==> src/mpd_pkg.sv <==
// Shared constants and control types for the multiprecision divider.
// No dependencies; every other file of the block imports this package.
`timescale 1ns / 1ps

package mpd_pkg;

  // Operand size in bytes (supported range 2 to 8).
  localparam int OPERAND_BYTES = 8;
  localparam int OPERAND_BITS  = OPERAND_BYTES * 8;
  // Width of every operand, quotient and remainder field on the ports.
  localparam int FIELD_WIDTH   = 64;
  localparam int STEP_WIDTH    = $clog2(OPERAND_BITS);
  localparam logic [STEP_WIDTH-1:0] LAST_STEP = STEP_WIDTH'(OPERAND_BITS - 1);

  typedef struct packed {
    logic load;
    logic step;
    logic publish;
  } mpd_cmd_t;

  typedef struct packed {
    logic den_zero;
  } mpd_status_t;

endpackage

==> src/mpd_if.sv <==
// Valid/ready channel interfaces for the divider's operand and result transactions.
// Depends on mpd_pkg for the field width.
`timescale 1ns / 1ps

interface mpd_in_if import mpd_pkg::*; ();
  logic                   valid;
  logic                   ready;
  logic [FIELD_WIDTH-1:0] dividend_value;
  logic [FIELD_WIDTH-1:0] divisor_value;

  modport source (output valid, output dividend_value, output divisor_value, input ready);
  modport sink   (input valid, input dividend_value, input divisor_value, output ready);
endinterface

interface mpd_out_if import mpd_pkg::*; ();
  logic                   valid;
  logic                   ready;
  logic [FIELD_WIDTH-1:0] quotient_value;
  logic [FIELD_WIDTH-1:0] remainder_value;
  logic                   divide_error;

  modport source (output valid, output quotient_value, output remainder_value,
                  output divide_error, input ready);
  modport sink   (input valid, input quotient_value, input remainder_value,
                  input divide_error, output ready);
endinterface

==> src/mpd_datapath.sv <==
// Restoring shift-subtract datapath: one quotient bit per step, plus the output register.
// Depends on mpd_pkg for widths and the command/status structs.
`timescale 1ns / 1ps

module mpd_datapath
  import mpd_pkg::*;
(
  input  logic                   clk,
  input  mpd_cmd_t               cmd,
  input  logic [FIELD_WIDTH-1:0] dividend_value,
  input  logic [FIELD_WIDTH-1:0] divisor_value,
  output mpd_status_t            status,
  output logic [FIELD_WIDTH-1:0] quotient_value,
  output logic [FIELD_WIDTH-1:0] remainder_value,
  output logic                   divide_error
);

  // The dividend shifts out at the top while quotient bits shift in at the bottom.
  logic [OPERAND_BITS-1:0] quo;
  logic [OPERAND_BITS-1:0] den;
  logic [OPERAND_BITS-1:0] rem;
  logic [OPERAND_BITS:0]   partial;
  logic [OPERAND_BITS+1:0] diff;
  logic                    fits;

  assign partial = {rem, quo[OPERAND_BITS-1]};
  assign diff    = {1'b0, partial} - {2'b00, den};
  assign fits    = ~diff[OPERAND_BITS+1];

  assign status.den_zero = (den == '0);

  always_ff @(posedge clk) begin
    if (cmd.load) begin
      quo <= dividend_value[OPERAND_BITS-1:0];
      den <= divisor_value[OPERAND_BITS-1:0];
      rem <= '0;
    end else if (cmd.step) begin
      quo <= {quo[OPERAND_BITS-2:0], fits};
      rem <= fits ? diff[OPERAND_BITS-1:0] : partial[OPERAND_BITS-1:0];
    end
  end

  always_ff @(posedge clk) begin
    if (cmd.publish) begin
      quotient_value  <= status.den_zero ? '0 : FIELD_WIDTH'(quo);
      remainder_value <= status.den_zero ? '0 : FIELD_WIDTH'(rem);
      divide_error    <= status.den_zero;
    end
  end

endmodule

==> src/mpd_ctrl.sv <==
// Controller state machine: operand handshake, step counting and result handoff.
// Depends on mpd_pkg for the step counter width and command/status structs.
`timescale 1ns / 1ps

module mpd_ctrl
  import mpd_pkg::*;
(
  input  logic        clk,
  input  logic        rst,
  input  logic        in_valid,
  output logic        in_ready,
  output logic        out_valid,
  input  logic        out_ready,
  input  mpd_status_t status,
  output mpd_cmd_t    cmd
);

  typedef enum logic [1:0] {
    IDLE,
    RUN,
    FINISH
  } state_t;

  state_t                state;
  logic [STEP_WIDTH-1:0] count;
  logic                  out_free;

  assign out_free = ~out_valid | out_ready;

  always_comb begin
    cmd.load    = (state == IDLE) & in_valid & in_ready;
    cmd.step    = (state == RUN) & ~status.den_zero;
    cmd.publish = (state == FINISH) & out_free;
  end

  always_ff @(posedge clk) begin
    if (rst) begin
      state     <= IDLE;
      in_ready  <= 1'b1;
      out_valid <= 1'b0;
      count     <= '0;
    end else begin
      if (cmd.publish) begin
        out_valid <= 1'b1;
      end else if (out_ready) begin
        out_valid <= 1'b0;
      end

      case (state)
        IDLE: begin
          if (in_valid && in_ready) begin
            state    <= RUN;
            in_ready <= 1'b0;
            count    <= '0;
          end
        end
        RUN: begin
          // A zero divisor skips the iteration and goes straight to the error result.
          if (status.den_zero || count == LAST_STEP) begin
            state <= FINISH;
          end else begin
            count <= count + STEP_WIDTH'(1);
          end
        end
        FINISH: begin
          if (out_free) begin
            state    <= IDLE;
            in_ready <= 1'b1;
          end
        end
        default: begin
          state    <= IDLE;
          in_ready <= 1'b1;
        end
      endcase
    end
  end

endmodule

==> src/multiprecision_divider.sv <==
// Top level of the unsigned multiprecision divider.
// Depends on mpd_pkg, mpd_if, mpd_ctrl and mpd_datapath.
//
//   Channel   | Port     | Fields
//   ----------+----------+---------------------------------------------------
//   operands  | sink     | dividend_value[63:0], divisor_value[63:0]
//   results   | source   | quotient_value[63:0], remainder_value[63:0], divide_error
//
// Each item passes through a load, one shift-subtract step per quotient bit and a
// handoff into the output register before the next item is accepted. A zero
// divisor skips the shift-subtract steps.
// Reset is synchronous and clears the controller; no result is pending after it.
// A stalled result holds in the output register while the next item divides; the
// block waits in its handoff cycle only if that register is still occupied.
`timescale 1ns / 1ps

module multiprecision_divider
  import mpd_pkg::*;
(
  input  logic       clk,
  input  logic       rst,
  mpd_in_if.sink     operands,
  mpd_out_if.source  results
);

  mpd_cmd_t    cmd;
  mpd_status_t status;

  mpd_ctrl u_ctrl (
    .clk       (clk),
    .rst       (rst),
    .in_valid  (operands.valid),
    .in_ready  (operands.ready),
    .out_valid (results.valid),
    .out_ready (results.ready),
    .status    (status),
    .cmd       (cmd)
  );

  mpd_datapath u_datapath (
    .clk             (clk),
    .cmd             (cmd),
    .dividend_value  (operands.dividend_value),
    .divisor_value   (operands.divisor_value),
    .status          (status),
    .quotient_value  (results.quotient_value),
    .remainder_value (results.remainder_value),
    .divide_error    (results.divide_error)
  );

  // An error result carries zero quotient and zero remainder.
  assert property (@(posedge clk) disable iff (rst)
    results.valid && results.divide_error |->
      results.quotient_value == '0 && results.remainder_value == '0)
    else $error("divide error result with nonzero payload");

  // Only one division is in flight: acceptance closes the operand channel.
  assert property (@(posedge clk) disable iff (rst)
    operands.valid && operands.ready |=> !operands.ready)
    else $error("operand channel still open after acceptance");

  // The datapath never loads and steps in the same cycle.
  assert property (@(posedge clk) disable iff (rst)
    !(cmd.load && cmd.step))
    else $error("load and step commands overlap");

  // A result is handed off only into a free output register.
  assert property (@(posedge clk) disable iff (rst)
    cmd.publish |-> !results.valid || results.ready)
    else $error("result overwrote an untaken result");

endmodule
==> src/flat_wrapper.sv <==
// flat-port wrapper written by rule: the top's interface ports become plain ports
module multiprecision_divider_flat import mpd_pkg::*;
  (clk, rst, operands_valid, operands_dividend_value, operands_divisor_value, operands_ready, results_valid, results_quotient_value, results_remainder_value, results_divide_error, results_ready);
  mpd_in_if operands_i ();
  mpd_out_if results_i ();
  input  logic clk;
  input  logic rst;
  input wire logic [$bits(operands_i.valid)-1:0] operands_valid;
  input wire logic [$bits(operands_i.dividend_value)-1:0] operands_dividend_value;
  input wire logic [$bits(operands_i.divisor_value)-1:0] operands_divisor_value;
  output wire logic [$bits(operands_i.ready)-1:0] operands_ready;
  output wire logic [$bits(results_i.valid)-1:0] results_valid;
  output wire logic [$bits(results_i.quotient_value)-1:0] results_quotient_value;
  output wire logic [$bits(results_i.remainder_value)-1:0] results_remainder_value;
  output wire logic [$bits(results_i.divide_error)-1:0] results_divide_error;
  input wire logic [$bits(results_i.ready)-1:0] results_ready;
  assign operands_i.valid = operands_valid;
  assign operands_i.dividend_value = operands_dividend_value;
  assign operands_i.divisor_value = operands_divisor_value;
  assign operands_ready = operands_i.ready;
  assign results_valid = results_i.valid;
  assign results_quotient_value = results_i.quotient_value;
  assign results_remainder_value = results_i.remainder_value;
  assign results_divide_error = results_i.divide_error;
  assign results_i.ready = results_ready;
  multiprecision_divider u_core (.clk(clk), .rst(rst), .operands(operands_i), .results(results_i));
endmodule
==> config.mk <==
export PLATFORM = sky130hd
export DESIGN_NAME = multiprecision_divider_flat
export DESIGN_NICKNAME = d
export VERILOG_FILES = /design/src/mpd_pkg.sv /design/src/mpd_if.sv /design/src/mpd_datapath.sv /design/src/mpd_ctrl.sv /design/src/multiprecision_divider.sv /design/src/flat_wrapper.sv
export SDC_FILE = /design/constraint.sdc
export NUM_CORES = 1
export LEC_CHECK = 0
export BUFFER_PORTS_ARGS = -buffer_cell sky130_fd_sc_hd__buf_2
export CELL_PAD_IN_SITES_DETAIL_PLACEMENT = 1
export CELL_PAD_IN_SITES_GLOBAL_PLACEMENT = 1
export CORE_MARGIN = 4
export CORE_UTILIZATION = 48
export CTS_BUF_LIST = sky130_fd_sc_hd__clkbuf_16
export DETAILED_ROUTE_END_ITERATION = 10
export PLACE_DENSITY_LB_ADDON = 0.1
export SLEW_MARGIN = 40
export SYNTH_ARGS = -nofsm -noshare
export SYNTH_HDL_FRONTEND = slang
export SYNTH_SLANG_ARGS = --single-unit
==> constraint.sdc <==
create_clock -name clk -period 13.7 [get_ports clk]
set_clock_uncertainty 0.15 [all_clocks]
set_input_delay 0.685 -clock clk [delete_from_list [all_inputs] [get_ports clk]]
set_output_delay 0.685 -clock clk [all_outputs]
set_load 0.005 [all_outputs]
==> Word level (Yosys, flattened, before mapping) <==
Index checks and enable logic that the tools add are counted.
{ "totals": {"regBits": 331, "in_bits": 132, "out_inout_bits": 131} }
{ "classes": {"addsub": 2, "n_eq_ne": 7, "muxes": 15, "bitwise_logic": 9, "n_reduce_logical": 10} }
{ "op_table": {"columns": ["op", "n"], "rows": [
  ["64-bit two-way mux", 3],
  ["65-bit by 64-bit subtractor with 66-bit output", 1],
  ["64-bit logical NOT", 1],
  ["6-bit two-way mux", 2],
  ["6-bit case mux with 2 select lines", 1],
  ["3-bit AND reduction", 3],
  ["6-bit by 1-bit adder with 6-bit output (second input constant)", 1],
  ["6-bit == test (second input constant)", 1],
  ["2-bit two-way mux", 3],
  ["2-bit case mux with 3 select lines", 1],
  ["2-bit nonzero test", 3],
  ["1-bit AND", 4],
  ["1-bit two-way mux", 4],
  ["2-bit by 1-bit != test with 1-bit output (second input constant)", 2],
  ["2-bit != test (second input constant)", 2],
  ["1-bit NOT", 4],
  ["1-bit case mux with 3 select lines", 1],
  ["2-bit by 1-bit == test with 1-bit output (second input constant)", 1],
  ["2-bit == test (second input constant)", 1],
  ["2-bit logical NOT", 1],
  ["1-bit logical AND", 1],
  ["1-bit logical OR", 1],
  ["1-bit bitwise OR", 1]
]} }

==> Logic depth before layout (Yosys ltp) <==
Gate-level depths: netlist of run 1.
{ "depth": {"depth_word": 5, "depth_mapped": 15, "depth_no_buf": 14} }

==> Cells and area by module <==
A second synthesis of run 1 with hierarchy kept.
{ "unflattened": {"hier_cells": 1525, "area_unflattened_um2": 16869.9} }
{ "modules_own_cells": {"columns": ["mod", "n_inst", "cells_each", "area_each_um2", "seq_area_each_um2"], "rows": [
  ["mpd_datapath", 1, 1461, 16311.9, 8998.6],
  ["mpd_ctrl", 1, 64, 558.0, 200.2]
]} }

==> Worst setup path after synthesis of run 1 <==
Ideal clock, no wire load.
{ "synth_timing": {"kind": "input to register", "startpoint": "input results_ready", "endpoint": "register u_core.u_datapath.divide_error (enable)", "t_arrival_ns": 6.501, "t_required_ns": 12.915, "setup_slack_ns": 6.415, "cell_stages": 2, "path_buffers": 0, "path_cell_list": "nand2b_1 nor2b_1"} }
{ "synth_rtl": {"columns": ["item", "line", "rtl"], "rows": [
  ["start: declaration", "flat_wrapper.sv:16", "input wire logic [$bits(results_i.ready)-1:0] results_ready;"],
  ["end signal: assignment", "mpd_datapath.sv:47", "divide_error <= status.den_zero;"],
  ["end: declaration", "mpd_datapath.sv:15", "output logic divide_error"]
]} }

==> Worst setup path in the final report of run 1 <==
{ "layout_timing": {"startpoint": "register u_core.u_datapath.den[16]", "endpoint": "register u_core.u_datapath.rem[63]"} }
{ "layout_via": {"elab_chain_cells": 3} }
{ "layout_rtl": {"columns": ["item", "line", "rtl"], "rows": [
  ["start: declaration", "mpd_datapath.sv:20", "logic [OPERAND_BITS-1:0] den;"],
  ["start signal: assignment", "mpd_datapath.sv:35", "den <= divisor_value[OPERAND_BITS-1:0];"],
  ["parallel branches: the longest is 3 deep, another holds 65-bit by 64-bit subtractor with 66-bit output", null, null],
  ["end signal: assignment", "mpd_datapath.sv:39", "rem <= fits ? diff[OPERAND_BITS-1:0] : partial[OPERAND_BITS-1:0];"],
  ["end: declaration", "mpd_datapath.sv:21", "logic [OPERAND_BITS-1:0] rem;"]
]} }
Parallel ways; which one is timed is not known.
A chain may end at the register's enable or synchronous reset.

==> impl_metrics.xml, run 1 <==
<?xml version="1.0" encoding="UTF-8"?>
<metrics>
  <group name="setup_path">
    <metric name="worstPathArrival" unit="ns">4.96</metric>
    <metric name="critical_path.max_fanout" unit="">48</metric>
    <metric name="path_class" unit="">flop to flop</metric>
    <metric name="cpMaxStageDelayCell" unit="">sky130_fd_sc_hd__o31ai_4</metric>
    <metric name="worst_reg_to_reg_path_cell_count" unit="">14</metric>
    <metric name="worst_path_largest_cell_delay" unit="ns">0.49</metric>
    <metric name="worstPathRequired" unit="ns">14.03</metric>
    <metric name="timing.critical_path.to_type" unit="">flop</metric>
    <metric name="r2r_setup_slack" unit="ns">9.07</metric>
    <metric name="critical_path.most_common_cell" unit="">sky130_fd_sc_hd__o21ai_0</metric>
    <metric name="timing.critical_path.from_type" unit="">flop</metric>
    <metric name="rr_endpoint" unit="">u_core.u_datapath.rem[63]$_SDFFE_PP0P_</metric>
    <metric name="critPathLaunch" unit="">u_core.u_datapath.den[16]$_DFFE_PP_</metric>
    <metric name="cp_cell_sequence" unit="">inv_1 &gt; ha_1 &gt; o21ai_0 &gt; o21ai_0 &gt; a31oi_1 &gt; or3_1 &gt; a211oi_2 &gt; o21ai_2 &gt; o31ai_4 &gt; buf_4 &gt; buf_12 &gt; nand2_2 &gt; nor3_2 &gt; a32o_1</metric>
    <metric name="r2r-start" unit="">u_core.u_datapath.den[16]$_DFFE_PP_</metric>
  </group>
  <group name="cells_and_area">
    <metric name="nets" unit="">2041</metric>
    <metric name="mostFrequentLayoutCell" unit="">sky130_fd_sc_hd__nand2_1</metric>
    <metric name="area.growth.synth_to_final" unit="%">17.89</metric>
    <metric name="share_of_post_route_cells_with_drive_strength_above_1" unit="%">18.75</metric>
    <metric name="most-common-layout-cells" unit="">sky130_fd_sc_hd__nand2_1 (273), sky130_fd_sc_hd__buf_2 (262), sky130_fd_sc_hd__edfxtp_1 (257), sky130_fd_sc_hd__nor2b_1 (131), sky130_fd_sc_hd__o21ai_0 (127)</metric>
    <metric name="n_fill_cell" unit="">3784</metric>
  </group>
  <group name="yosys">
    <metric name="yosys_most_used_dff" unit="">sky130_fd_sc_hd__edfxtp_1</metric>
    <metric name="netlist_top_cells_area" unit="">sky130_fd_sc_hd__edfxtp_1 (47%), sky130_fd_sc_hd__dfxtp_1 (8.9%), sky130_fd_sc_hd__nand2_1 (6.2%)</metric>
    <metric name="syn_nets" unit="">1809</metric>
    <metric name="async_reset_ff_share" unit="%">0</metric>
    <metric name="netlist_area" unit="sq um">16590</metric>
    <metric name="ys_seq_elements" unit="">331</metric>
    <metric name="yosys_warnings" unit="">0</metric>
    <metric name="synthDistinctLibCells" unit="">74</metric>
    <metric name="syn_avg_cell_area" unit="sq um">10.30</metric>
    <metric name="post_synth_edffs" unit="">257</metric>
    <metric name="synth.yosys.seq_area_share" unit="%">55.46</metric>
    <metric name="synthCells" unit="">1611</metric>
    <metric name="yosys.area.top_type_share" unit="%">46.53</metric>
    <metric name="synth_top_cell_by_area" unit="">sky130_fd_sc_hd__edfxtp_1</metric>
  </group>
  <group name="timing">
    <metric name="timing.max_slew.rel_slack" unit="%">43.73</metric>
    <metric name="setup_viol" unit="">0</metric>
    <metric name="finalMaxSlewViolations" unit="">0</metric>
    <metric name="setup_tns" unit="ns">0</metric>
    <metric name="maxClockFrequency" unit="GHz">0.2159</metric>
    <metric name="max_slew.worst_pin.slew" unit="ns">0.8376</metric>
    <metric name="finalCriticalPeriod" unit="ns">4.632</metric>
    <metric name="grt_setup_unrepaired" unit="">no</metric>
    <metric name="postLayoutSetupSlackWorst" unit="ns">9.068</metric>
    <metric name="report.final.hold_viol_count" unit="">0</metric>
    <metric name="final_cycle_utilization_of_the_critical_path" unit="%">33.81</metric>
  </group>
  <group name="place">
    <metric name="final_hpwl_dp" unit="microns">35480</metric>
    <metric name="detailedPlace.worstSlack" unit="ns">8.862</metric>
    <metric name="port_buffers" unit="">262</metric>
    <metric name="finalWeightedCongestion" unit="">0.9130</metric>
  </group>
  <group name="global_route">
    <metric name="busiest_layer" unit="">met2</metric>
    <metric name="grt_start_max_net_pins" unit="">102</metric>
    <metric name="grt.met1_usage" unit="%">35.82</metric>
    <metric name="grt_use_total" unit="%">25.79</metric>
    <metric name="grt_pass1_vias" unit="">13660</metric>
    <metric name="grt_pass1_wl" unit="microns">78330</metric>
    <metric name="antenna_found_initial" unit="">2</metric>
    <metric name="globalRouteMet2Util" unit="%">42.56</metric>
    <metric name="grt_overflow" unit="">0</metric>
    <metric name="globalRouteMet3Util" unit="%">4.379</metric>
  </group>
  <group name="clocking">
    <metric name="number_of_buffers_created_by_cts" unit="">37</metric>
    <metric name="cts-hold-fix-buffers" unit="">0</metric>
    <metric name="tritoncts" unit="">yes</metric>
    <metric name="post_cts.repair.setup_buffers" unit="">0</metric>
    <metric name="clk-insertion-delay-late" unit="ns">0.54</metric>
    <metric name="clk_pin_slew_worst_paths" unit="ns">0.07</metric>
    <metric name="cts-root-buf" unit="">sky130_fd_sc_hd__clkbuf_16</metric>
    <metric name="cts_htree_levels" unit="">2</metric>
    <metric name="ctsLongestPathBuffers" unit="">3</metric>
    <metric name="cts.sink_count" unit="">331</metric>
    <metric name="cts_resized" unit="">0</metric>
  </group>
  <group name="route">
    <metric name="route.detailed.drc" unit="">0</metric>
    <metric name="drt_first_pass_iters" unit="">5</metric>
    <metric name="dr_total_vias" unit="">13200</metric>
    <metric name="wl_per_cell" unit="microns">21.49</metric>
    <metric name="route.antenna.remaining_nets" unit="">0</metric>
    <metric name="wirelength" unit="microns">49910</metric>
    <metric name="via_to_cell_ratio" unit="">5.685</metric>
    <metric name="initialDrtViolationCount" unit="">833</metric>
  </group>
  <group name="hold_path">
    <metric name="whs_endpoint" unit="">u_core.u_datapath.den[12]$_DFFE_PP_</metric>
    <metric name="hold-path-cell-count" unit="">1</metric>
    <metric name="hold_path_class" unit="">input port to flop</metric>
    <metric name="timing.hold.worst.start" unit="">operands_divisor_value[12]</metric>
  </group>
  <group name="die">
    <metric name="die_width" unit="microns">193.9</metric>
    <metric name="placementRows" unit="">67</metric>
    <metric name="dieHeight" unit="microns">193.9</metric>
    <metric name="floorplan.core_area" unit="sq um">33780</metric>
    <metric name="initial_utilization" unit="%">49.10</metric>
    <metric name="ios" unit="">263</metric>
    <metric name="floorplan.die_area" unit="sq um">37600</metric>
  </group>
  <group name="run_status">
    <metric name="status" unit="">finished clean</metric>
  </group>
  <group name="run">
    <metric name="drv.max_cap_violation_count" unit="">0</metric>
  </group>
  <group name="power">
    <metric name="power_density" unit="nW/um^2">190.8</metric>
    <metric name="vdd.ir_drop.worst" unit="uV">137.6</metric>
    <metric name="static-leakage-power" unit="uW">0.008088</metric>
  </group>
</metrics>
==> critical path, delay by kind of cell, from the launching register on <==
kind,cells,cell delay [ns]
AOI/OAI and AO/OA,7,1.76
and+or+nand+nor,3,1.11
buffers and inverters,3,0.72
adders and majority gates,1,0.44
DFF,1,0.35
==> through the flow <==
stage | total power (uW) | std cells | instance area, sq um | utilization (%) | hold WS [ns]
after global placement | 2642 | 2249 | 18220 | 53.92 | 0.3094
after CTS | 3733 | 2319 | 19520 | 57.79 | 0.1456
after detailed placement | 2693 | 2251 | 18280 | 54.11 | 0.3415
after floorplan | 2335 | 1611 | 16590 | - | 0.2991
final | 3732 | 2322 | 19550 | 57.88 | 0.1673
after global routing | 3961 | 2322 | 19550 | 57.88 | 0.1496
==> power breakdown <==
group	internal, uW	switching [uW]
clock	610	416
sequential	1260	130
combinational	514	801
==> Yosys cell counts, drive strengths merged (8+ instances only) <==
library cell,instances
a211oi,10
a21o,19
a21oi,84
a22oi,19
a31oi,17
buf,14
clkbuf,68
dfxtp,74
edfxtp,257
ha,65
inv,81
mux2i,20
nand2,275
nand2b,8
nand3,61
nand4,18
nor2,54
nor2b,132
nor3,17
nor4,20
o21a,11
o21ai,132
o21bai,14
xnor2,36
xor2,27
==> state kept, by name, indices dropped and copies added, names as in the netlist <==
register                           count
u_core.u_datapath.remainder_value     64
u_core.u_datapath.rem                 64
u_core.u_ctrl.in_ready                 1
u_core.u_datapath.divide_error         1
u_core.u_ctrl.state                    2
u_core.u_datapath.quo                 64
u_core.u_datapath.den                 64
u_core.u_ctrl.count                    6
u_core.u_ctrl.out_valid                1
u_core.u_datapath.quotient_value      64
==> layer usage <==
metal,wire length (microns),vias up
li1,-,6201
met1,22150,6541
met2,23640,385
met3,2893,74
met4,1222,0
met5,0,-
==> how the worst max path moves through the flow <==
stage                     cells after the start                                       end  slack, ns
final                                        14    u_core.u_datapath.rem[63]$_SDFFE_PP0P_       9.07
after global routing                         14    u_core.u_datapath.rem[63]$_SDFFE_PP0P_       8.82
after CTS                                    13    u_core.u_datapath.rem[63]$_SDFFE_PP0P_       8.81
after detailed placement                     13    u_core.u_datapath.rem[63]$_SDFFE_PP0P_       8.86
after global placement                        9        u_core.u_datapath.quo[9]$_DFFE_PP_       8.63
after floorplan                               2  u_core.u_datapath.divide_error$_DFFE_PP_       6.41
==> final cells by class <==
type	count	area (sq um)	share of cell area, %
Sequential cell	331	9199	47.04
Multi-Input combinational cell	1117	6783	34.69
Tap cell	448	560.5	2.867
Timing Repair Buffer	275	1458	7.455
Antenna cell	2	5.005	0.02560
Clock inverter	31	316.6	1.619
Clock buffer	37	925.9	4.735
Inverter	81	306.5	1.568
==> cells by family (layout without fill, tap and decap cells) <==
logic type / count (synthesis) / in the layout / share of synthesized area, %
simple gates: 613 / 613 / 17.73
flops: 331 / 331 / 55.46
fa+ha+maj: 66 / 66 / 5.024
mux: 21 / 21 / 1.275
compound gates: 354 / 354 / 13.22
other cells: 0 / 2 / 0
xor+xnor: 63 / 63 / 3.327
buf+inv: 163 / 424 / 3.968
Power figures use the tool's default switching activity.
==> inputs of run 2 (changes only) <==
--- a/config.mk
+++ b/config.mk
@@ -9,7 +9,7 @@
 export CELL_PAD_IN_SITES_DETAIL_PLACEMENT = 1
 export CELL_PAD_IN_SITES_GLOBAL_PLACEMENT = 1
 export CORE_MARGIN = 4
-export CORE_UTILIZATION = 48
+export CORE_UTILIZATION = 45
 export CTS_BUF_LIST = sky130_fd_sc_hd__clkbuf_16
 export DETAILED_ROUTE_END_ITERATION = 10
 export PLACE_DENSITY_LB_ADDON = 0.1
==> constraint.sdc (replaced) <==
create_clock -name clk -period 4.3 [get_ports clk]
set_clock_uncertainty 0.15 [all_clocks]
set_input_delay 0.215 -clock clk [delete_from_list [all_inputs] [get_ports clk]]
set_output_delay 0.215 -clock clk [all_outputs]
set_load 0.005 [all_outputs]
==> run 2 against run 1 <==
Critical path depth down 3. Critical endpoint is now u_core.u_datapath.rem[17]$_SDFFE_PP0P_. Register-to-register slack got worse by 8.6 ns. Wire length increased by 7.1%. Sequential power rose to 3.2 times the previous value. Worst hold slack better by 0.056 ns. Power rose to 3.2 times the previous value. Clock power increased to 2.9 times the previous value. Largest power group unchanged. Fmax rose by 20%. Global-route usage up 0.17 points.
==> impl_metrics.xml, run 2 (same netlist as run 1, synthesis figures left out) <==
<?xml version="1.0" encoding="UTF-8"?>
<metrics>
  <group name="cells_and_area">
    <metric name="nets" unit="">2182</metric>
    <metric name="most-common-layout-cells" unit="">sky130_fd_sc_hd__nand2_1 (273), sky130_fd_sc_hd__buf_2 (262), sky130_fd_sc_hd__edfxtp_1 (257), sky130_fd_sc_hd__nor2b_1 (131), sky130_fd_sc_hd__dlygate4sd3_1 (131)</metric>
    <metric name="postLayoutCoreUtil" unit="%">57.11</metric>
    <metric name="area.growth.synth_to_final" unit="%">25.74</metric>
    <metric name="share_of_post_route_cells_with_drive_strength_above_1" unit="%">17.63</metric>
    <metric name="mostFrequentLayoutCell" unit="">sky130_fd_sc_hd__nand2_1</metric>
  </group>
  <group name="route">
    <metric name="initialDrtViolationCount" unit="">765</metric>
    <metric name="dr_total_vias" unit="">13690</metric>
    <metric name="wl_per_cell" unit="microns">21.52</metric>
    <metric name="route.antenna.remaining_nets" unit="">0</metric>
    <metric name="via_to_cell_ratio" unit="">5.513</metric>
    <metric name="route.detailed.drc" unit="">0</metric>
    <metric name="wirelength" unit="microns">53430</metric>
    <metric name="drt_first_pass_iters" unit="">5</metric>
  </group>
  <group name="power">
    <metric name="static-leakage-power" unit="uW">0.008651</metric>
    <metric name="comb_power_share" unit="%">36.5</metric>
    <metric name="intPower" unit="uW">7430</metric>
    <metric name="fin_total_pwr" unit="uW">11770</metric>
    <metric name="power_switching_share" unit="%">36.86</metric>
    <metric name="power.switching" unit="uW">4337</metric>
    <metric name="share_clk_of_total_power" unit="%">25.7</metric>
    <metric name="vdd.ir_drop.worst" unit="uV">436.5</metric>
    <metric name="power_density" unit="nW/um^2">564.2</metric>
    <metric name="seq_power_share" unit="%">37.8</metric>
  </group>
  <group name="timing">
    <metric name="postLayoutSetupSlackWorst" unit="ns">0.4422</metric>
    <metric name="grt_setup_unrepaired" unit="">no</metric>
    <metric name="timing.max_slew.rel_slack" unit="%">46.73</metric>
    <metric name="report.final.hold_viol_count" unit="">0</metric>
    <metric name="finalCriticalPeriod" unit="ns">3.858</metric>
    <metric name="hold_slack" unit="ns">0.2231</metric>
    <metric name="max_slew.worst_pin.slew" unit="ns">0.7991</metric>
    <metric name="maxClockFrequency" unit="GHz">0.2592</metric>
    <metric name="finalMaxSlewViolations" unit="">0</metric>
    <metric name="setup_tns" unit="ns">0</metric>
    <metric name="setup_viol" unit="">0</metric>
    <metric name="final_cycle_utilization_of_the_critical_path" unit="%">89.72</metric>
  </group>
  <group name="die">
    <metric name="initial_utilization" unit="%">45.42</metric>
    <metric name="floorplan.core_area" unit="sq um">36520</metric>
    <metric name="dieHeight" unit="microns">200.0</metric>
    <metric name="floorplan.die_area" unit="sq um">40000</metric>
    <metric name="placementRows" unit="">70</metric>
    <metric name="ios" unit="">263</metric>
    <metric name="die_width" unit="microns">200.0</metric>
  </group>
  <group name="global_route">
    <metric name="antenna_found_initial" unit="">0</metric>
    <metric name="grt_use_total" unit="%">25.97</metric>
    <metric name="grt_start_max_net_pins" unit="">92</metric>
    <metric name="grt_pass1_vias" unit="">14470</metric>
    <metric name="grt_pass1_wl" unit="microns">81070</metric>
    <metric name="grt_overflow" unit="">0</metric>
  </group>
  <group name="clocking">
    <metric name="clk-insertion-delay-late" unit="ns">0.56</metric>
    <metric name="ctsLongestPathBuffers" unit="">3</metric>
    <metric name="cts.sink_count" unit="">331</metric>
    <metric name="post_cts.repair.setup_buffers" unit="">0</metric>
    <metric name="cts-root-buf" unit="">sky130_fd_sc_hd__clkbuf_16</metric>
    <metric name="number_of_buffers_created_by_cts" unit="">38</metric>
    <metric name="tritoncts" unit="">yes</metric>
    <metric name="clk_pin_slew_worst_paths" unit="ns">0.06</metric>
    <metric name="cts_htree_levels" unit="">2</metric>
    <metric name="cts_resized" unit="">0</metric>
    <metric name="cts-hold-fix-buffers" unit="">131</metric>
  </group>
  <group name="setup_path">
    <metric name="timing.critical_path.from_type" unit="">flop</metric>
    <metric name="worstPathRequired" unit="ns">4.57</metric>
    <metric name="timing.critical_path.to_type" unit="">flop</metric>
    <metric name="critical_path.max_fanout" unit="">71</metric>
    <metric name="path_class" unit="">flop to flop</metric>
    <metric name="worstPathArrival" unit="ns">4.13</metric>
  </group>
  <group name="run">
    <metric name="drv.max_cap_violation_count" unit="">0</metric>
  </group>
  <group name="run_status">
    <metric name="status" unit="">finished clean</metric>
  </group>
  <group name="hold_path">
    <metric name="hold_path_class" unit="">input port to flop</metric>
  </group>
  <group name="place">
    <metric name="final_hpwl_dp" unit="microns">35090</metric>
    <metric name="detailedPlace.worstSlack" unit="ns">0.4642</metric>
    <metric name="port_buffers" unit="">262</metric>
    <metric name="finalWeightedCongestion" unit="">0.9151</metric>
  </group>
</metrics>
[run 2: cell count changes in the layout (fill, tap and decap cells not counted), moves of 2 or more]
| cell | delta |
|---|---|
| sky130_fd_sc_hd__bufinv_16 | -5 |
| sky130_fd_sc_hd__inv_1 | +4 |
| sky130_fd_sc_hd__buf_6 | -3 |
| sky130_fd_sc_hd__dlygate4sd3_1 | +131 |
| sky130_fd_sc_hd__buf_12 | +4 |
| sky130_fd_sc_hd__buf_4 | +11 |
| sky130_fd_sc_hd__buf_8 | -2 |
[run 2: power by group through the flow]
stage          Combinational (uW)  Clock (uW)  Sequential, uW
6_report                     4300        3020            4450
5_1_grt                      4790        3200            4490
4_1_cts                      4250        3080            4430
3_5_place_dp                 4110           0            4490
3_3_place_gp                 3990           0            4470
2_1_floorplan                3130           0            4310
[run 2: critical path, stage by stage, from the launching register on]
cell and delay [ns]:
sky130_fd_sc_hd__edfxtp_1 0.35, sky130_fd_sc_hd__inv_1 0.05, sky130_fd_sc_hd__ha_1 0.45, sky130_fd_sc_hd__nand4_1 0.17
sky130_fd_sc_hd__or3_1 0.39, sky130_fd_sc_hd__or4_1 0.55, sky130_fd_sc_hd__a211oi_2 0.27, sky130_fd_sc_hd__o21ai_2 0.15
sky130_fd_sc_hd__o31ai_4 0.41, sky130_fd_sc_hd__buf_12 0.37, sky130_fd_sc_hd__mux2i_1 0.25, sky130_fd_sc_hd__o21ai_0 0.09
[run 2: routing by layer]
metal,track usage [%],share of wire (%)
met1,34.04,43
met2,44.41,49
met3,3.827,4.4
met4,8.805,3.0
met5,0,0
[run 2: final timing paths]
path	from	endpoint	slack, ns	depth (start not counted)
setup / recovery	u_core.u_datapath.den[30]$_DFFE_PP_	u_core.u_datapath.rem[17]$_SDFFE_PP0P_	0.44	11
hold / removal	operands_divisor_value[57]	u_core.u_datapath.den[57]$_DFFE_PP_	0.22	2
setup reg to reg	u_core.u_datapath.den[30]$_DFFE_PP_	u_core.u_datapath.rem[17]$_SDFFE_PP0P_	0.44	11
hold reg to reg	u_core.u_ctrl.count[1]$_SDFFE_PP0P_	u_core.u_ctrl.count[1]$_SDFFE_PP0P_	0.34	2
[run 2: per-stage QoR]
stage,cell area (sq um),instances
floorplan,16590,1611
global placement,18400,2281
CTS,20850,2482
finish,20860,2483
detailed placement,18400,2281
global route,20850,2482
[run 2: final cells by class]
class | count | area (sq um)
Fill cell | 4004 | 15670
Clock inverter | 32 | 187.7
Timing Repair Buffer | 415 | 2854
Multi-Input combinational cell | 1117 | 6770
Sequential cell | 331 | 9199
Clock buffer | 38 | 950.9
Tap cell | 468 | 585.6
Inverter | 81 | 306.5
Antenna cell | 1 | 2.502
==> inputs of run 3 (changes only) <==
--- a/config.mk
+++ b/config.mk
@@ -5,11 +5,12 @@
 export SDC_FILE = /design/constraint.sdc
 export NUM_CORES = 1
 export LEC_CHECK = 0
-export BUFFER_PORTS_ARGS = -buffer_cell sky130_fd_sc_hd__buf_2
+export ABC_AREA = 1
+export BUFFER_PORTS_ARGS = -buffer_cell sky130_fd_sc_hd__buf_4
 export CELL_PAD_IN_SITES_DETAIL_PLACEMENT = 1
 export CELL_PAD_IN_SITES_GLOBAL_PLACEMENT = 1
 export CORE_MARGIN = 4
-export CORE_UTILIZATION = 45
+export CORE_UTILIZATION = 43
 export CTS_BUF_LIST = sky130_fd_sc_hd__clkbuf_16
 export DETAILED_ROUTE_END_ITERATION = 10
 export PLACE_DENSITY_LB_ADDON = 0.1
==> run 3 against run 2 <==
Sequential share of layout area is 5.3 points lower. Global-route usage up 2.6 points. Count of clock-buffer cells in the layout grew 1. Sequential cell count unchanged. Synthesized cell count up 47%. First-iteration DRC count increased by 39%. Largest power group is now combinational logic.
==> impl_metrics.xml, run 3 <==
<?xml version="1.0" encoding="UTF-8"?>
<metrics>
  <group name="power">
    <metric name="comb_power_share" unit="%">42.7</metric>
    <metric name="power_density" unit="nW/um^2">551.8</metric>
    <metric name="share_clk_of_total_power" unit="%">23.4</metric>
    <metric name="power_switching_share" unit="%">40.91</metric>
    <metric name="power.switching" unit="uW">5345</metric>
    <metric name="static-leakage-power" unit="uW">0.01142</metric>
    <metric name="vdd.ir_drop.worst" unit="uV">387.3</metric>
    <metric name="seq_power_share" unit="%">33.9</metric>
    <metric name="intPower" unit="uW">7722</metric>
  </group>
  <group name="timing">
    <metric name="finalMaxSlewViolations" unit="">0</metric>
    <metric name="final_cycle_utilization_of_the_critical_path" unit="%">85.10</metric>
    <metric name="setup_tns" unit="ns">0</metric>
    <metric name="grt_setup_unrepaired" unit="">no</metric>
    <metric name="postLayoutSetupSlackWorst" unit="ns">0.6408</metric>
    <metric name="max_slew.worst_pin.slew" unit="ns">0.7941</metric>
    <metric name="report.final.hold_viol_count" unit="">0</metric>
    <metric name="maxClockFrequency" unit="GHz">0.2733</metric>
    <metric name="timing.max_slew.rel_slack" unit="%">46.57</metric>
    <metric name="finalCriticalPeriod" unit="ns">3.659</metric>
    <metric name="setup_viol" unit="">0</metric>
  </group>
  <group name="route">
    <metric name="route.antenna.remaining_nets" unit="">0</metric>
    <metric name="route.detailed.drc" unit="">0</metric>
    <metric name="drt_first_pass_iters" unit="">5</metric>
    <metric name="wirelength" unit="microns">68100</metric>
    <metric name="wl_per_cell" unit="microns">20.15</metric>
    <metric name="initialDrtViolationCount" unit="">1063</metric>
    <metric name="dr_total_vias" unit="">17100</metric>
    <metric name="via_to_cell_ratio" unit="">5.059</metric>
  </group>
  <group name="place">
    <metric name="finalWeightedCongestion" unit="">0.9632</metric>
    <metric name="final_hpwl_dp" unit="microns">48130</metric>
    <metric name="detailedPlace.worstSlack" unit="ns">0.6766</metric>
    <metric name="dpl.cell_count" unit="">3175</metric>
    <metric name="post_dp_cell_area" unit="sq um">21180</metric>
    <metric name="port_buffers" unit="">262</metric>
  </group>
  <group name="setup_path">
    <metric name="timing.critical_path.to_type" unit="">flop</metric>
    <metric name="worstPathRequired" unit="ns">4.55</metric>
    <metric name="worst_path_largest_cell_delay" unit="ns">0.72</metric>
    <metric name="cpMaxStageDelayCell" unit="">sky130_fd_sc_hd__nor4_1</metric>
    <metric name="r2r-start" unit="">u_core.u_datapath.den[2]$_DFFE_PP_</metric>
    <metric name="critPathBufInv" unit="">3</metric>
    <metric name="cp_cell_sequence" unit="">nor4_1 &gt; nand4_1 &gt; nor2_1 &gt; nand2_1 &gt; nand2_1 &gt; inv_2 &gt; buf_4 &gt; buf_4 &gt; nand3_1 &gt; o21ai_1</metric>
    <metric name="worst-path-stages" unit="">10</metric>
    <metric name="worstPathArrival" unit="ns">3.91</metric>
    <metric name="r2r_setup_slack" unit="ns">0.64</metric>
    <metric name="worst_path_dominant_cell_family" unit="">simple AND/OR/NAND/NOR gates</metric>
    <metric name="critical_path.max_fanout" unit="">36</metric>
    <metric name="path_class" unit="">flop to flop</metric>
    <metric name="timing.critical_path.from_type" unit="">flop</metric>
    <metric name="rr_endpoint" unit="">u_core.u_datapath.rem[10]$_SDFFE_PP0P_</metric>
    <metric name="worst_reg_to_reg_path_cell_count" unit="">10</metric>
  </group>
  <group name="die">
    <metric name="placementRows" unit="">76</metric>
    <metric name="floorplan.die_area" unit="sq um">46770</metric>
    <metric name="initial_utilization" unit="%">43.39</metric>
    <metric name="ios" unit="">263</metric>
    <metric name="dieHeight" unit="microns">216.3</metric>
    <metric name="floorplan.core_area" unit="sq um">42980</metric>
    <metric name="die_width" unit="microns">216.3</metric>
  </group>
  <group name="run_status">
    <metric name="status" unit="">finished clean</metric>
  </group>
  <group name="yosys">
    <metric name="yosys_warnings" unit="">0</metric>
    <metric name="syn_avg_cell_area" unit="sq um">7.859</metric>
    <metric name="synth_most_common_cell" unit="">sky130_fd_sc_hd__nand2_1</metric>
    <metric name="yosys_most_used_dff" unit="">sky130_fd_sc_hd__edfxtp_1</metric>
    <metric name="post_synth_edffs" unit="">257</metric>
    <metric name="netlist_top_cells_area" unit="">sky130_fd_sc_hd__edfxtp_1 (41%), sky130_fd_sc_hd__nand2_1 (14%), sky130_fd_sc_hd__inv_1 (9.1%)</metric>
    <metric name="async_reset_ff_share" unit="%">0</metric>
    <metric name="synthDistinctLibCells" unit="">40</metric>
    <metric name="ys_seq_elements" unit="">331</metric>
    <metric name="synthCells" unit="">2373</metric>
    <metric name="yosys.area.top_type_share" unit="%">41.38</metric>
    <metric name="synth.yosys.seq_area_share" unit="%">49.33</metric>
    <metric name="netlist_area" unit="sq um">18650</metric>
    <metric name="synth.cells.most_frequent" unit="">sky130_fd_sc_hd__nand2_1 (672), sky130_fd_sc_hd__inv_1 (452), sky130_fd_sc_hd__edfxtp_1 (257)</metric>
    <metric name="syn_nets" unit="">2571</metric>
    <metric name="synth_top_cell_by_area" unit="">sky130_fd_sc_hd__edfxtp_1</metric>
  </group>
  <group name="global_route">
    <metric name="antenna_found_initial" unit="">3</metric>
    <metric name="grt_use_total" unit="%">28.59</metric>
    <metric name="grt_start_max_net_pins" unit="">159</metric>
    <metric name="grt_pass1_vias" unit="">18440</metric>
    <metric name="grt_pass1_wl" unit="microns">104900</metric>
    <metric name="grt_overflow" unit="">0</metric>
  </group>
  <group name="cells_and_area">
    <metric name="fin_area" unit="sq um">23680</metric>
    <metric name="count_of_placed_standard_cells_in_the_final_layout_fillers_left_out" unit="">3379</metric>
    <metric name="mostFrequentLayoutCell" unit="">sky130_fd_sc_hd__nand2_1</metric>
    <metric name="share_of_post_route_cells_with_drive_strength_above_1" unit="%">13.84</metric>
    <metric name="n_fill_cell" unit="">5329</metric>
    <metric name="nets" unit="">2960</metric>
    <metric name="most-common-layout-cells" unit="">sky130_fd_sc_hd__nand2_1 (672), sky130_fd_sc_hd__inv_1 (461), sky130_fd_sc_hd__buf_4 (276), sky130_fd_sc_hd__edfxtp_1 (257), sky130_fd_sc_hd__nor2_1 (242)</metric>
    <metric name="area.growth.synth_to_final" unit="%">26.98</metric>
  </group>
  <group name="clocking">
    <metric name="number_of_buffers_created_by_cts" unit="">38</metric>
    <metric name="cts-root-buf" unit="">sky130_fd_sc_hd__clkbuf_16</metric>
    <metric name="clk-insertion-delay-late" unit="ns">0.56</metric>
    <metric name="cts_resized" unit="">0</metric>
    <metric name="cts.sink_count" unit="">331</metric>
    <metric name="ctsLongestPathBuffers" unit="">3</metric>
    <metric name="clk_pin_slew_worst_paths" unit="ns">0.06</metric>
    <metric name="cts_htree_levels" unit="">2</metric>
    <metric name="tritoncts" unit="">yes</metric>
  </group>
  <group name="hold_path">
    <metric name="whs_endpoint" unit="">u_core.u_datapath.den[57]$_DFFE_PP_</metric>
    <metric name="hold-path-cell-count" unit="">2</metric>
    <metric name="timing.hold.worst.start" unit="">operands_divisor_value[57]</metric>
    <metric name="hold_path_class" unit="">input port to flop</metric>
  </group>
  <group name="run">
    <metric name="drv.max_cap_violation_count" unit="">0</metric>
  </group>
</metrics>
## run 3: cell count changes after synthesis, moves of 16 or more
cell	before	now
sky130_fd_sc_hd__a21o_1	19	2
sky130_fd_sc_hd__nand2_1	274	672
sky130_fd_sc_hd__o21ai_0	127	86
sky130_fd_sc_hd__a22oi_1	19	0
sky130_fd_sc_hd__mux2i_1	20	0
sky130_fd_sc_hd__clkbuf_1	67	35
sky130_fd_sc_hd__a31oi_1	17	1
sky130_fd_sc_hd__nand3_1	61	191
sky130_fd_sc_hd__nand3_2	0	22
sky130_fd_sc_hd__o21ai_1	4	28
sky130_fd_sc_hd__inv_1	80	452
sky130_fd_sc_hd__nor2_1	53	243
sky130_fd_sc_hd__nor2b_1	132	0
sky130_fd_sc_hd__xor2_1	27	4
## run 3: cells by family after synthesis
group / count (synthesis) / share of synthesized area, %
AOI/OAI and AO/OA: 215 / 6.105
buffers and inverters: 530 / 11.30
and+or+nand+nor: 1198 / 27.25
DFF: 331 / 49.33
xor gates and xnor gates: 33 / 1.550
adders and majority gates: 66 / 4.468
## run 3: how the worst max path moves through the flow
stage | start | endpoint | slack, ns
6_report | u_core.u_datapath.den[2]$_DFFE_PP_ | u_core.u_datapath.rem[10]$_SDFFE_PP0P_ | 0.64
5_1_grt | u_core.u_datapath.den[2]$_DFFE_PP_ | u_core.u_datapath.rem[17]$_SDFFE_PP0P_ | 0.67
4_1_cts | u_core.u_datapath.den[2]$_DFFE_PP_ | u_core.u_datapath.rem[10]$_SDFFE_PP0P_ | 0.64
3_5_place_dp | u_core.u_datapath.den[2]$_DFFE_PP_ | u_core.u_datapath.rem[10]$_SDFFE_PP0P_ | 0.68
3_3_place_gp | u_core.u_datapath.den[3]$_DFFE_PP_ | u_core.u_datapath.rem[25]$_SDFFE_PP0P_ | 0.78
2_1_floorplan | u_core.u_ctrl.in_ready$_SDFFE_PP1P_ | u_core.u_datapath.quo[54]$_DFFE_PP_ | 0.67
## run 3: per-layer routing
layer / wire, microns / GRT usage (%) / part of all wire (%)
met5: 0 / 0 / 0
met3: 2665 / 3.730 / 3.9
met4: 2837 / 10.82 / 4.2
met1: 28340 / 35.32 / 42
met2: 34260 / 51.11 / 50
## run 3: layout make-up
cell class / instances / area (sq um) / share of cell area [%]
multi-input combinational: 1512 / 7362 / 31.09
tap: 585 / 732.0 / 3.091
timing repair buffer: 412 / 3473 / 14.67
clock buffer: 39 / 975.9 / 4.121
sequential: 331 / 9199 / 38.85
inverter: 467 / 1757 / 7.418
antenna: 4 / 10.01 / 0.04227
clock inverter: 29 / 171.4 / 0.7239
## run 3: metrics by stage
| step | hold WS, ns | total power, uW | utilization, % |
|---|---|---|---|
| 2_1_floorplan | 0.1639 | 8209 | - |
| 3_3_place_gp | 0.2434 | 9706 | 49.27 |
| 3_5_place_dp | 0.2446 | 9882 | 49.29 |
| 4_1_cts | 0.2009 | 13080 | 55.01 |
| 5_1_grt | 0.2174 | 14000 | 55.09 |
| 6_report | 0.2191 | 13070 | 55.09 |
## run 3: power groups by stage
| stage | registers [uW] | logic, uW | clock network [uW] |
|---|---|---|---|
| 6_report | 4430 | 5580 | 3050 |
| 5_1_grt | 4480 | 6270 | 3250 |
| 4_1_cts | 4410 | 5570 | 3100 |
| 3_5_place_dp | 4470 | 5410 | 0 |
| 3_3_place_gp | 4450 | 5260 | 0 |
| 2_1_floorplan | 4390 | 3820 | 0 |
## run 3: what timing repair did
item | in CTS | in global routing
endpoints found under the hold margin | 138 | 0
setup buffers | 0 | 0
hold buffers | 131 | 0
